[src/sv/bh32_pkg.sv]
// bh32_pkg: shared types, constants and the mix round for the byte hash unit
// used by bh32_front, bh32_queue, bh32_back and byte_hash_32bit_mix_unit
// no dependencies
package bh32_pkg;

    localparam logic [31:0] GOLDEN_WORD   = 32'h9E3779B9;
    localparam logic [3:0]  BLOCK_END_POS = 4'd11;
    localparam logic [3:0]  MIX_LAST_ROW  = 4'd8;

    localparam int unsigned QUEUE_DEPTH = 4;
    localparam int unsigned QUEUE_AW    = $clog2(QUEUE_DEPTH);

    // byte lanes of a block
    localparam logic [1:0] LANE_A = 2'd0;
    localparam logic [1:0] LANE_B = 2'd1;

    // one unit of work for the mixing side
    typedef struct packed {
        logic        start;      // first job of a message: load fresh state
        logic        full_mix;   // a complete block closes with this word
        logic        final_mix;  // message ends: add length, mix, emit c
        logic [31:0] seed;
        logic [31:0] a_bytes;
        logic [31:0] b_bytes;
        logic [31:0] c_bytes;
        logic [31:0] length;
    } t_job;

    typedef struct packed {
        logic [31:0] a;
        logic [31:0] b;
        logic [31:0] c;
    } t_words;

    typedef enum logic [1:0] {
        BK_IDLE,
        BK_MIX,
        BK_LEN,
        BK_OUT
    } t_back_state;

    // one row of the three-word mix: one word takes two subtracts and an xor
    function automatic t_words mix_row(input logic [3:0] row, input t_words w);
        t_words r;
        r = w;
        case (row)
            4'd0: r.a = (w.a - w.b - w.c) ^ (w.c >> 13);
            4'd1: r.b = (w.b - w.c - w.a) ^ (w.a << 8);
            4'd2: r.c = (w.c - w.a - w.b) ^ (w.b >> 13);
            4'd3: r.a = (w.a - w.b - w.c) ^ (w.c >> 12);
            4'd4: r.b = (w.b - w.c - w.a) ^ (w.a << 16);
            4'd5: r.c = (w.c - w.a - w.b) ^ (w.b >> 5);
            4'd6: r.a = (w.a - w.b - w.c) ^ (w.c >> 3);
            4'd7: r.b = (w.b - w.c - w.a) ^ (w.a << 10);
            4'd8: r.c = (w.c - w.a - w.b) ^ (w.b >> 15);
            default: r = w;
        endcase
        return r;
    endfunction

endpackage

[src/sv/bh32_front.sv]
// bh32_front: takes message bytes, places them into block words and
// hands one job per complete block or message end to the queue; uses bh32_pkg
module bh32_front (
    input  logic                 i_clk,
    input  logic                 i_rst_n,
    input  logic                 i_valid,
    output logic                 o_ready,
    input  logic [7:0]           i_data_byte,
    input  logic                 i_byte_present,
    input  logic                 i_last,
    input  logic                 i_seed_we,
    input  logic [31:0]          i_seed_wdata,
    output logic                 o_push,
    output bh32_pkg::t_job       o_job,
    input  logic                 i_full
);

    logic        r_busy, n_busy;
    logic        r_job_sent, n_job_sent;
    logic [3:0]  r_pos, n_pos;
    logic [31:0] r_len, n_len;
    logic [31:0] r_acc_a, n_acc_a;
    logic [31:0] r_acc_b, n_acc_b;
    logic [23:0] r_tail, n_tail;
    logic [31:0] r_seed;
    logic [31:0] r_msg_seed, n_msg_seed;

    logic        w_active, w_start, w_done, w_sent;
    logic [3:0]  w_pos;
    logic [31:0] w_len, w_acc_a, w_acc_b, w_byte_w;
    logic [23:0] w_tail, w_tail_add;
    logic [4:0]  w_shift;

    assign o_ready = !i_full;

    always_comb begin
        w_active = i_valid && !i_full && (i_byte_present || i_last);
        w_start  = !r_busy;

        w_pos   = w_start ? 4'd0  : r_pos;
        w_len   = w_start ? 32'd0 : r_len;
        w_acc_a = w_start ? 32'd0 : r_acc_a;
        w_acc_b = w_start ? 32'd0 : r_acc_b;
        w_tail  = w_start ? 24'd0 : r_tail;
        w_sent  = w_start ? 1'b0  : r_job_sent;
        n_msg_seed = w_start ? r_seed : r_msg_seed;

        w_shift  = {w_pos[1:0], 3'b000};
        w_byte_w = 32'(i_data_byte) << w_shift;
        w_done   = i_byte_present && (w_pos == bh32_pkg::BLOCK_END_POS);

        // every byte position starts at zero, so placing a byte is an or
        n_acc_a = w_acc_a;
        n_acc_b = w_acc_b;
        n_tail  = w_tail;
        w_tail_add = w_byte_w[23:0];
        if (i_byte_present) begin
            case (w_pos[3:2])
                bh32_pkg::LANE_A: n_acc_a = w_acc_a | w_byte_w;
                bh32_pkg::LANE_B: n_acc_b = w_acc_b | w_byte_w;
                default: begin
                    if (!w_done) begin
                        n_tail = w_tail | w_tail_add;
                    end
                end
            endcase
        end
        n_len = w_len + 32'(i_byte_present);

        o_push          = w_active && (w_done || i_last);
        o_job.start     = !w_sent;
        o_job.full_mix  = w_done;
        o_job.final_mix = i_last;
        o_job.seed      = n_msg_seed;
        o_job.a_bytes   = n_acc_a;
        o_job.b_bytes   = n_acc_b;
        // a short final block shifts its c bytes up, leaving the low byte free
        o_job.c_bytes   = w_done ? {i_data_byte, w_tail} : {n_tail, 8'h00};
        o_job.length    = n_len;

        n_busy     = !i_last;
        n_job_sent = !i_last && (w_sent || w_done);
        n_pos      = w_done ? 4'd0 : (w_pos + 4'(i_byte_present));
        if (w_done) begin
            n_acc_a = 32'd0;
            n_acc_b = 32'd0;
            n_tail  = 24'd0;
        end
    end

    always_ff @(posedge i_clk) begin
        if (!i_rst_n) begin
            r_seed <= 32'd0;
        end else if (i_seed_we) begin
            r_seed <= i_seed_wdata;
        end
    end

    always_ff @(posedge i_clk) begin
        if (!i_rst_n) begin
            r_busy     <= 1'b0;
            r_job_sent <= 1'b0;
            r_pos      <= 4'd0;
            r_len      <= 32'd0;
        end else if (w_active) begin
            r_busy     <= n_busy;
            r_job_sent <= n_job_sent;
            r_pos      <= n_pos;
            r_len      <= n_len;
        end
    end

    always_ff @(posedge i_clk) begin
        if (w_active) begin
            r_acc_a    <= n_acc_a;
            r_acc_b    <= n_acc_b;
            r_tail     <= n_tail;
            r_msg_seed <= n_msg_seed;
        end
    end

endmodule

[src/sv/bh32_queue.sv]
// bh32_queue: short first-in first-out queue of jobs between front and back
// uses bh32_pkg
module bh32_queue (
    input  logic                 i_clk,
    input  logic                 i_rst_n,
    input  logic                 i_push,
    input  bh32_pkg::t_job       i_job,
    output logic                 o_full,
    input  logic                 i_pop,
    output bh32_pkg::t_job       o_job,
    output logic                 o_empty
);

    bh32_pkg::t_job r_mem [bh32_pkg::QUEUE_DEPTH];

    logic [bh32_pkg::QUEUE_AW-1:0] r_wr_ptr, r_rd_ptr;
    logic [bh32_pkg::QUEUE_AW:0]   r_count, n_count;
    logic                          w_push, w_pop;

    always_comb begin
        o_full  = (r_count == (bh32_pkg::QUEUE_AW + 1)'(bh32_pkg::QUEUE_DEPTH));
        o_empty = (r_count == '0);
        w_push  = i_push && !o_full;
        w_pop   = i_pop && !o_empty;
        o_job   = r_mem[r_rd_ptr];
        n_count = r_count + (bh32_pkg::QUEUE_AW + 1)'(w_push)
                          - (bh32_pkg::QUEUE_AW + 1)'(w_pop);
    end

    always_ff @(posedge i_clk) begin
        if (!i_rst_n) begin
            r_wr_ptr <= '0;
            r_rd_ptr <= '0;
            r_count  <= '0;
        end else begin
            r_count <= n_count;
            if (w_push) begin
                r_wr_ptr <= r_wr_ptr + 1'b1;
            end
            if (w_pop) begin
                r_rd_ptr <= r_rd_ptr + 1'b1;
            end
        end
    end

    always_ff @(posedge i_clk) begin
        if (w_push) begin
            r_mem[r_wr_ptr] <= i_job;
        end
    end

endmodule

[src/sv/bh32_back.sv]
// bh32_back: holds words a, b and c, folds in each job and runs the mix one
// row per cycle; owns the result register; uses bh32_pkg
module bh32_back (
    input  logic                 i_clk,
    input  logic                 i_rst_n,
    input  bh32_pkg::t_job       i_job,
    input  logic                 i_empty,
    output logic                 o_pop,
    output logic                 o_valid,
    input  logic                 i_ready,
    output logic [31:0]          o_hash_value
);

    bh32_pkg::t_back_state r_state, n_state;
    bh32_pkg::t_words      r_w, n_w, w_base, w_row;

    logic [3:0]  r_row, n_row;
    logic        r_second, n_second;
    logic        r_final, n_final;
    logic [31:0] r_len, n_len;
    logic        r_out_valid, n_out_valid;
    logic [31:0] r_out_hash, n_out_hash;
    logic [31:0] w_len_add;

    assign o_valid      = r_out_valid;
    assign o_hash_value = r_out_hash;

    always_ff @(posedge i_clk) begin
        if (!i_rst_n) begin
            r_state     <= bh32_pkg::BK_IDLE;
            r_out_valid <= 1'b0;
        end else begin
            r_state     <= n_state;
            r_out_valid <= n_out_valid;
        end
    end

    always_ff @(posedge i_clk) begin
        r_w        <= n_w;
        r_row      <= n_row;
        r_second   <= n_second;
        r_final    <= n_final;
        r_len      <= n_len;
        r_out_hash <= n_out_hash;
    end

    always_comb begin
        n_state     = r_state;
        n_w         = r_w;
        n_row       = r_row;
        n_second    = r_second;
        n_final     = r_final;
        n_len       = r_len;
        n_out_valid = r_out_valid && !i_ready;
        n_out_hash  = r_out_hash;
        o_pop       = 1'b0;

        w_base.a  = i_job.start ? bh32_pkg::GOLDEN_WORD : r_w.a;
        w_base.b  = i_job.start ? bh32_pkg::GOLDEN_WORD : r_w.b;
        w_base.c  = i_job.start ? i_job.seed : r_w.c;
        // length goes in with a short final block; after a full block it waits
        w_len_add = (i_job.final_mix && !i_job.full_mix) ? i_job.length : 32'd0;
        w_row     = bh32_pkg::mix_row(r_row, r_w);

        case (r_state)
            bh32_pkg::BK_IDLE: begin
                if (!i_empty) begin
                    o_pop    = 1'b1;
                    n_w.a    = w_base.a + i_job.a_bytes;
                    n_w.b    = w_base.b + i_job.b_bytes;
                    n_w.c    = w_base.c + i_job.c_bytes + w_len_add;
                    n_second = i_job.full_mix && i_job.final_mix;
                    n_final  = i_job.final_mix;
                    n_len    = i_job.length;
                    n_row    = 4'd0;
                    n_state  = bh32_pkg::BK_MIX;
                end
            end
            bh32_pkg::BK_MIX: begin
                n_w   = w_row;
                n_row = r_row + 4'd1;
                if (r_row == bh32_pkg::MIX_LAST_ROW) begin
                    if (r_second) begin
                        n_state = bh32_pkg::BK_LEN;
                    end else if (r_final) begin
                        n_state = bh32_pkg::BK_OUT;
                    end else begin
                        n_state = bh32_pkg::BK_IDLE;
                    end
                end
            end
            bh32_pkg::BK_LEN: begin
                n_w.c    = r_w.c + r_len;
                n_second = 1'b0;
                n_row    = 4'd0;
                n_state  = bh32_pkg::BK_MIX;
            end
            bh32_pkg::BK_OUT: begin
                if (!r_out_valid || i_ready) begin
                    n_out_valid = 1'b1;
                    n_out_hash  = r_w.c;
                    n_state     = bh32_pkg::BK_IDLE;
                end
            end
            default: begin
                n_state = bh32_pkg::BK_IDLE;
            end
        endcase
    end

endmodule

[src/sv/byte_hash_32bit_mix_unit.sv]
// byte_hash_32bit_mix_unit: streaming three-word 32-bit byte hash, top level
// built from bh32_front, bh32_queue and bh32_back; uses bh32_pkg
//
//   port group   direction  handshake          payload
//   input word   in         i_valid / o_ready  i_data_byte, i_byte_present, i_last
//   hash word    out        o_valid / i_ready  o_hash_value
//   seed write   in         i_seed_we          i_seed_wdata
//
// one byte is taken per cycle while the job queue has room
// the mixer folds each block in and runs 9 mix rows; a message ending on a block
// boundary adds the length and mixes again; each message end loads the result
// many very short messages in a row are therefore paced by the mixer
// reset is synchronous and active low; it empties the queue and drops the result
// a stalled result waits in its register while input keeps flowing into the queue
module byte_hash_32bit_mix_unit (
    input  logic        i_clk,
    input  logic        i_rst_n,
    input  logic        i_valid,
    output logic        o_ready,
    input  logic [7:0]  i_data_byte,
    input  logic        i_byte_present,
    input  logic        i_last,
    output logic        o_valid,
    input  logic        i_ready,
    output logic [31:0] o_hash_value,
    input  logic        i_seed_we,
    input  logic [31:0] i_seed_wdata
);

    bh32_pkg::t_job w_push_job, w_pop_job;
    logic           w_push, w_full, w_pop, w_empty;

    bh32_front u_front (
        .i_clk          (i_clk),
        .i_rst_n        (i_rst_n),
        .i_valid        (i_valid),
        .o_ready        (o_ready),
        .i_data_byte    (i_data_byte),
        .i_byte_present (i_byte_present),
        .i_last         (i_last),
        .i_seed_we      (i_seed_we),
        .i_seed_wdata   (i_seed_wdata),
        .o_push         (w_push),
        .o_job          (w_push_job),
        .i_full         (w_full)
    );

    bh32_queue u_queue (
        .i_clk   (i_clk),
        .i_rst_n (i_rst_n),
        .i_push  (w_push),
        .i_job   (w_push_job),
        .o_full  (w_full),
        .i_pop   (w_pop),
        .o_job   (w_pop_job),
        .o_empty (w_empty)
    );

    bh32_back u_back (
        .i_clk        (i_clk),
        .i_rst_n      (i_rst_n),
        .i_job        (w_pop_job),
        .i_empty      (w_empty),
        .o_pop        (w_pop),
        .o_valid      (o_valid),
        .i_ready      (i_ready),
        .o_hash_value (o_hash_value)
    );

endmodule

[config.mk]
export PLATFORM = sky130hd
export DESIGN_NAME = byte_hash_32bit_mix_unit
export DESIGN_NICKNAME = d
export VERILOG_FILES = /design/src/sv/bh32_pkg.sv /design/src/sv/bh32_front.sv /design/src/sv/bh32_queue.sv /design/src/sv/bh32_back.sv /design/src/sv/byte_hash_32bit_mix_unit.sv
export SDC_FILE = /design/constraint.sdc
export NUM_CORES = 2
export LEC_CHECK = 0
export ABC_AREA = 0
export ABC_CLOCK_PERIOD_IN_PS = 22500
export BUFFER_PORTS_ARGS = -buffer_cell sky130_fd_sc_hd__buf_4
export CORE_ASPECT_RATIO = 1.5
export CORE_MARGIN = 2
export CORE_UTILIZATION = 55
export DETAILED_ROUTE_END_ITERATION = 7
export GPL_ROUTABILITY_DRIVEN = 0
export PLACE_DENSITY = 0.73
export SETUP_SLACK_MARGIN = 0.05
export SLEW_MARGIN = 20
export SYNTH_ARGS = -nofsm -noshare
export SYNTH_HDL_FRONTEND = slang
export SYNTH_SLANG_ARGS = --single-unit
[constraint.sdc]
create_clock -name i_clk -period 22.5 [get_ports i_clk]
set_clock_uncertainty 0.05 [all_clocks]
set_input_delay 5.625 -clock i_clk [delete_from_list [all_inputs] [get_ports i_clk]]
set_output_delay 5.625 -clock i_clk [all_outputs]
set_load 0.1 [all_outputs]
# Word level (Yosys, flattened, before mapping)

Memory sizes are Yosys's and may differ from the RTL's. A register that Yosys moved wholly into a read port is not among the register bits.
Cells that the tools add are included.

Output and inout bits: 34
Bits in writable memories: 652
Bits of input ports: 47
Latch bits: 0
Memories kept: 1
Memory bits (read-only): 0
Register bits: 366
Logic and storage cells: 155

Memory list:

| name          | words | width | rd ports | clocked after memory_dff | wr ports | RTL line         | RTL |
|---|---|---|---|---|---|---|---|
| u_queue.r_mem | 4     | 163   | 1        | 1                        | 1        | bh32_queue.sv:14 | `bh32_pkg::t_job r_mem [bh32_pkg::QUEUE_DEPTH];` |

Multipliers: 0
Shift-type cells: 1
Multiplexer cells: 43
Equal/unequal tests: 20
$lt $le $gt $ge: 0
Divide/modulo/power cells: 0
Bitwise logic cells: 13
Reductions and logical operators: 37
$add $sub $neg: 18

Operators by type and width:

| kind                 | count |
|---|---|
| $mux W32             | 13 |
| $pmux W32 S3         | 4 |
| $sub A32 B32 Y32     | 6 |
| $add A32 B32 Y32     | 5 |
| $pmux W64 S2         | 1 |
| $mux W96             | 1 |
| $xor A32 B32 Y32     | 3 |
| $mux W24             | 3 |
| $or A32 B32 Y32      | 2 |
| $xor A32 B19 Y32     | 2 |
| $add A32 B1 Y32      | 1 |
| $shl A8 B5 Y32       | 1 |
| $xor A32 B17 Y32     | 1 |
| $xor A32 B20 Y32     | 1 |
| $xor A32 B27 Y32     | 1 |
| $xor A32 B29 Y32     | 1 |
| $or A24 B24 Y24      | 1 |
| $eq A4 B3 Y1 const B | 4 |
| $mux W2              | 7 |
| $mux W4              | 3 |
| $pmux W4 S3          | 1 |
| $reduce_and A3 Y1    | 4 |
| $logic_and A1 B1 Y1  | 10 |
| $eq A4 B2 Y1 const B | 2 |
| other kinds (27)     | 54 |

# Depth between registers and ports, before layout

Depth after elaboration: 8
Gate-level depth with buffers: 21
Gate-level depth less buffers: 18

# By module

A second synthesis with hierarchy kept.

Cells, all modules: 4637
Area total of the unflattened synthesis: 57936.8 um^2

By module, submodules not included:

| module     | area each (um^2) | cells each | times used | sequential area each (um^2) |
|---|---|---|---|---|
| bh32_back  | 24083.1          | 2803       | 1          | 5044.8 |
| bh32_queue | 23956.7          | 902        | 1          | 19759.0 |
| bh32_front | 9897.0           | 932        | 1          | 5004.8 |

# Worst setup path before layout

No wires, ideal clock.

Kind: input-to-reg
From: input i_byte_present
To: memory u_queue.r_mem[0][0] (netlist bit) (enable)
Buffers on the path: 0
Arrival time: 10.385 ns
Setup slack: 11.522 ns
Setup time: 0.543 ns
Data required time: 21.907 ns
Stages: 6
Cell sequence: nand4_1 or3b_2 inv_1 nor2_1 nor2_1 and2_1

Word-level cells in the longest chain between the ends: 6
Elaborated cells on any way between the ends: 8
Those cells by class: mux (2); reduce/logical (6)

Ends and longest elaborated chain:

| element                                                   | RTL line                           | RTL |
|---|---|---|
| from (decl)                                               | byte_hash_32bit_mix_unit.sv:21     | `input logic i_byte_present,` |
| $logic_or A1 B1 Y1 or $logic_and A1 B1 Y1 (tied branches) | bh32_front.sv:37, bh32_front.sv:50 |  |
| $logic_and A1 B1 Y1 or $logic_or A1 B1 Y1 (tied branches) | bh32_front.sv:37, bh32_front.sv:70 |  |
| $logic_and A1 B1 Y1 (*)                                   | bh32_front.sv:70                   | `o_push = w_active && (w_done \|\| i_last);` |
| $logic_and A1 B1 Y1 (*)                                   | bh32_queue.sv:23                   | `w_push = i_push && !o_full;` |
| named net u_queue.w_push                                  | bh32_queue.sv:18                   | `logic w_push, w_pop;` |
| $mux W1 (*)                                               | bh32_queue.sv:47                   | `if (w_push) begin` |
| $mux W1 (implied by the code) (*)                         | bh32_queue.sv:48                   | `r_mem[r_wr_ptr] <= i_job;` |
| to (decl)                                                 | bh32_queue.sv:14                   |  |

Mark *: on every way through the listed nets, which the timed path passes. The rest lies on a longest branch.

# Final worst setup path

From: input i_byte_present
To: memory u_queue.r_mem[1][99] (netlist bit) (enable)

Same word-level chain as after synthesis.

==> metrics.md <==
| Metric | Value |
|---|---|
| Via count | `39627` |
| Avg Vias per Cell | `6.441` |
| Global route total overflow | `0` |
| First DRT Iteration DRCs | `4305` |
| Setup TNS | `0 ns` |
| NumNets Final | `5093` |
| DR WL/cell | `27.47 um` |
| Global-route wire length before repair | `249400 um` |
| Dpl cell area | `59930 um^2` |
| Post-synthesis average cell area | `12.42 um^2` |
| Vias in the first global route | `38870` |
| Htree depth | `3` |
| Global Route Usage Sum | `31.47%` |
| Postcts setup bufs | `0` |
| Initial antenna violation count | `1` |
| Synthesized area | `57900 um^2` |
| Final hold vios | `0` |
| Worst slew pin tran | `1.101 ns` |
| Worst path arrival time | `9.63 ns` |
| Minimum clock period after layout | `9.351 ns` |
| Die ar. | `107900 um^2` |
| Die H | `401.4 um` |
| Worst reg2reg endpoint | `u_back.r_w[82]` |
| Most frequent cell after synthesis | `edfxtp_1` |
| Status | `finished clean` |
| Initial Utilization | `55.51%` |
| Core Area | `104300 um^2` |
| Final Cycle Share | `41.56%` |
| RSZ-0062 raised after global routing | `false` |
| Cell Rows | `145` |
| Worst skew pair latency | `0.74 ns` |
| Count of final max-slew check failures | `0` |
| DRC Markers | `0` |
| Crit. End Element | `flop` |
| FF-to-FF setup slack | `15.85 ns` |
| HP Class | `reg -> reg` |
| DIE WIDTH | `268.9 um` |
| Routed wire length | `169000 um` |
| Post-route ant nets | `0` |
| Root buf cell | `clkbuf_16` |
| CTS Buffer Depth | `3` |
| Asr flop ratio synth | `0%` |
| Worst Path Required | `22.78 ns` |
| Yosys warning count | `0` |
| Max FO, Critical Path | `83` |
| Max-cap violations | `0` |
| Post-synthesis instance total | `4663` |
| Syn Nets | `5079` |
| Most used DFF post-synth | `edfxtp_1` |
| Reg clk slew, reported paths | `0.06 ns` |
| Post_cts resized | `0` |
| Leading area contributor after synthesis | `edfxtp_1` |
| Reg2Reg Depth | `17` |
| 1st-pass router iterations | `6` |
| CTS Buf Count | `91` |
| IO buf count | `80` |
| TritonCTS Sinks | `1020` |
| Post-synthesis cell type count | `104` |
| Final HPWL DP | `120000 um` |
| I/O pins | `81` |
| Yosys top cell area share | `48.65%` |
| CTS tree | `done` |
| Final Worst Setup Slack | `13.15 ns` |
| Synth top area cells | `edfxtp_1 49%, mux4_2 6.3%, ha_1 5.2%, fa_1 4.5%, xnor2_1 4.0%` |
| Top cells by count, synth | `938 x edfxtp_1, 305 x nand2_1, 282 x nor2_1` |
| Sequential area share after synthesis | `51.48%` |
| Pre-CTS WS | `12.43 ns` |
| Rel. slew slack | `26.36%` |
| Hold_buf cts | `0` |
| EDFF count, synth | `938` |
| Final Cell Area | `62950 um^2` |
| Max Freq | `106.9 MHz` |
| Worst setup SP type | `input pin` |
| Final setup viols | `0` |
| Worst Setup SP | `i_byte_present` |
| Largest net degree at the start of global routing | `91` |
| Area Growth Syn to Fin | `8.717%` |
| Share of post-route cells with drive strength above 1 | `12.43%` |
| Setup crit end | `u_queue.r_mem[1][99]` |
| #FFs+latches synth | `1020` |
| Crit Path Category | `in -> reg` |
-- worst max-delay path, cell delays in order --
cell and delay (ns):
buf_4 0.16, nand4_1 0.14, or3b_2 0.47, buf_4 0.39, inv_1 0.14, buf_4 0.43, nor2_1 0.08, nor2_1 0.44
and2_4 0.67, buf_4 0.87
-- registers in the layout, indices dropped and copies added, names as in the netlist, 3 cells and up, named ones only --
name,count
u_back.r_len,32
u_front.r_len,32
u_front.r_pos,4
u_front.r_tail,24
u_front.r_acc_b,32
u_back.r_w,96
u_back.r_row,4
u_front.r_msg_seed,32
u_queue.r_count,3
u_queue.r_mem,652
u_front.r_acc_a,32
u_front.r_seed,32
u_back.o_hash_value,32
-- kinds of logic after synthesis --
logic type      share of synthesized area, %
compound gates                         12.46
simple gates                           9.143
buf+inv                                3.161
xor+xnor                               5.808
mux                                    8.302
fa+ha+maj                              9.646
flops                                  51.48
-- final cells by class --
type                       count  area (um^2)
tap                         1396         1747
fill                        8152        41370
inverter                     258        973.4
multi-input combinational   3172        26370
sequential                  1020        29820
clock inverter                60        618.1
timing repair buffer         134         1018
clock buffer                 111         2402
antenna                        1        2.502
-- cells in the final DEF, fill, tap and decap left out, types with 36 or more instances in the layout --
master     instances
nand3_1           77
a22o_1            40
mux2_2            36
a22oi_1           38
nor3_1            39
a31oi_1           38
nand2_1          305
edfxtp_1         938
inv_1            255
o22ai_1           43
xnor2_1          267
and2_1           102
ha_1             239
a21oi_1          276
mux4_2           162
or2_2             52
nor2_1           278
mux2i_1           73
clkbuf_16         91
xor2_1           110
nor2b_1           70
buf_4            133
dfxtp_1           79
o21ai_0          166
fa_1             129
a21o_1           104
-- per-layer routing --
layer	up-vias	part of all wire [%]	track usage [%]
met5	-	0	0
met4	0	9.8	25.27
met3	597	7.6	5.317
met2	1976	47	50.18
met1	19617	35	37.56
li1	17437	-	-
-- how the worst min path moves through the flow --
stage	from	to	slack, ns	cells after the start
2_1_floorplan	u_front.r_len[0]	u_front.r_len[0]	0.39	2
3_3_place_gp	u_front.r_len[0]	u_front.r_len[0]	0.40	2
3_5_place_dp	u_front.r_len[0]	u_front.r_len[0]	0.41	2
4_1_cts	u_front.r_len[0]	u_front.r_len[0]	0.41	2
5_1_grt	u_front.r_len[0]	u_front.r_len[0]	0.43	2
6_report	u_front.r_len[0]	u_front.r_len[0]	0.41	2
-- through the flow --
step | hold slack (ns) | util, % | instances
after floorplan | 0.3888 | - | 4663
after global placement | 0.3978 | 57.45 | 5980
after detailed placement | 0.4051 | 57.45 | 5980
after CTS | 0.4135 | 60.34 | 6151
after global routing | 0.4328 | 60.34 | 6151
final | 0.4132 | 60.34 | 6152
Power is left out: the tool's default activity adds up to more than one toggle a clock period on the data nets, which glitch-free logic cannot reach.
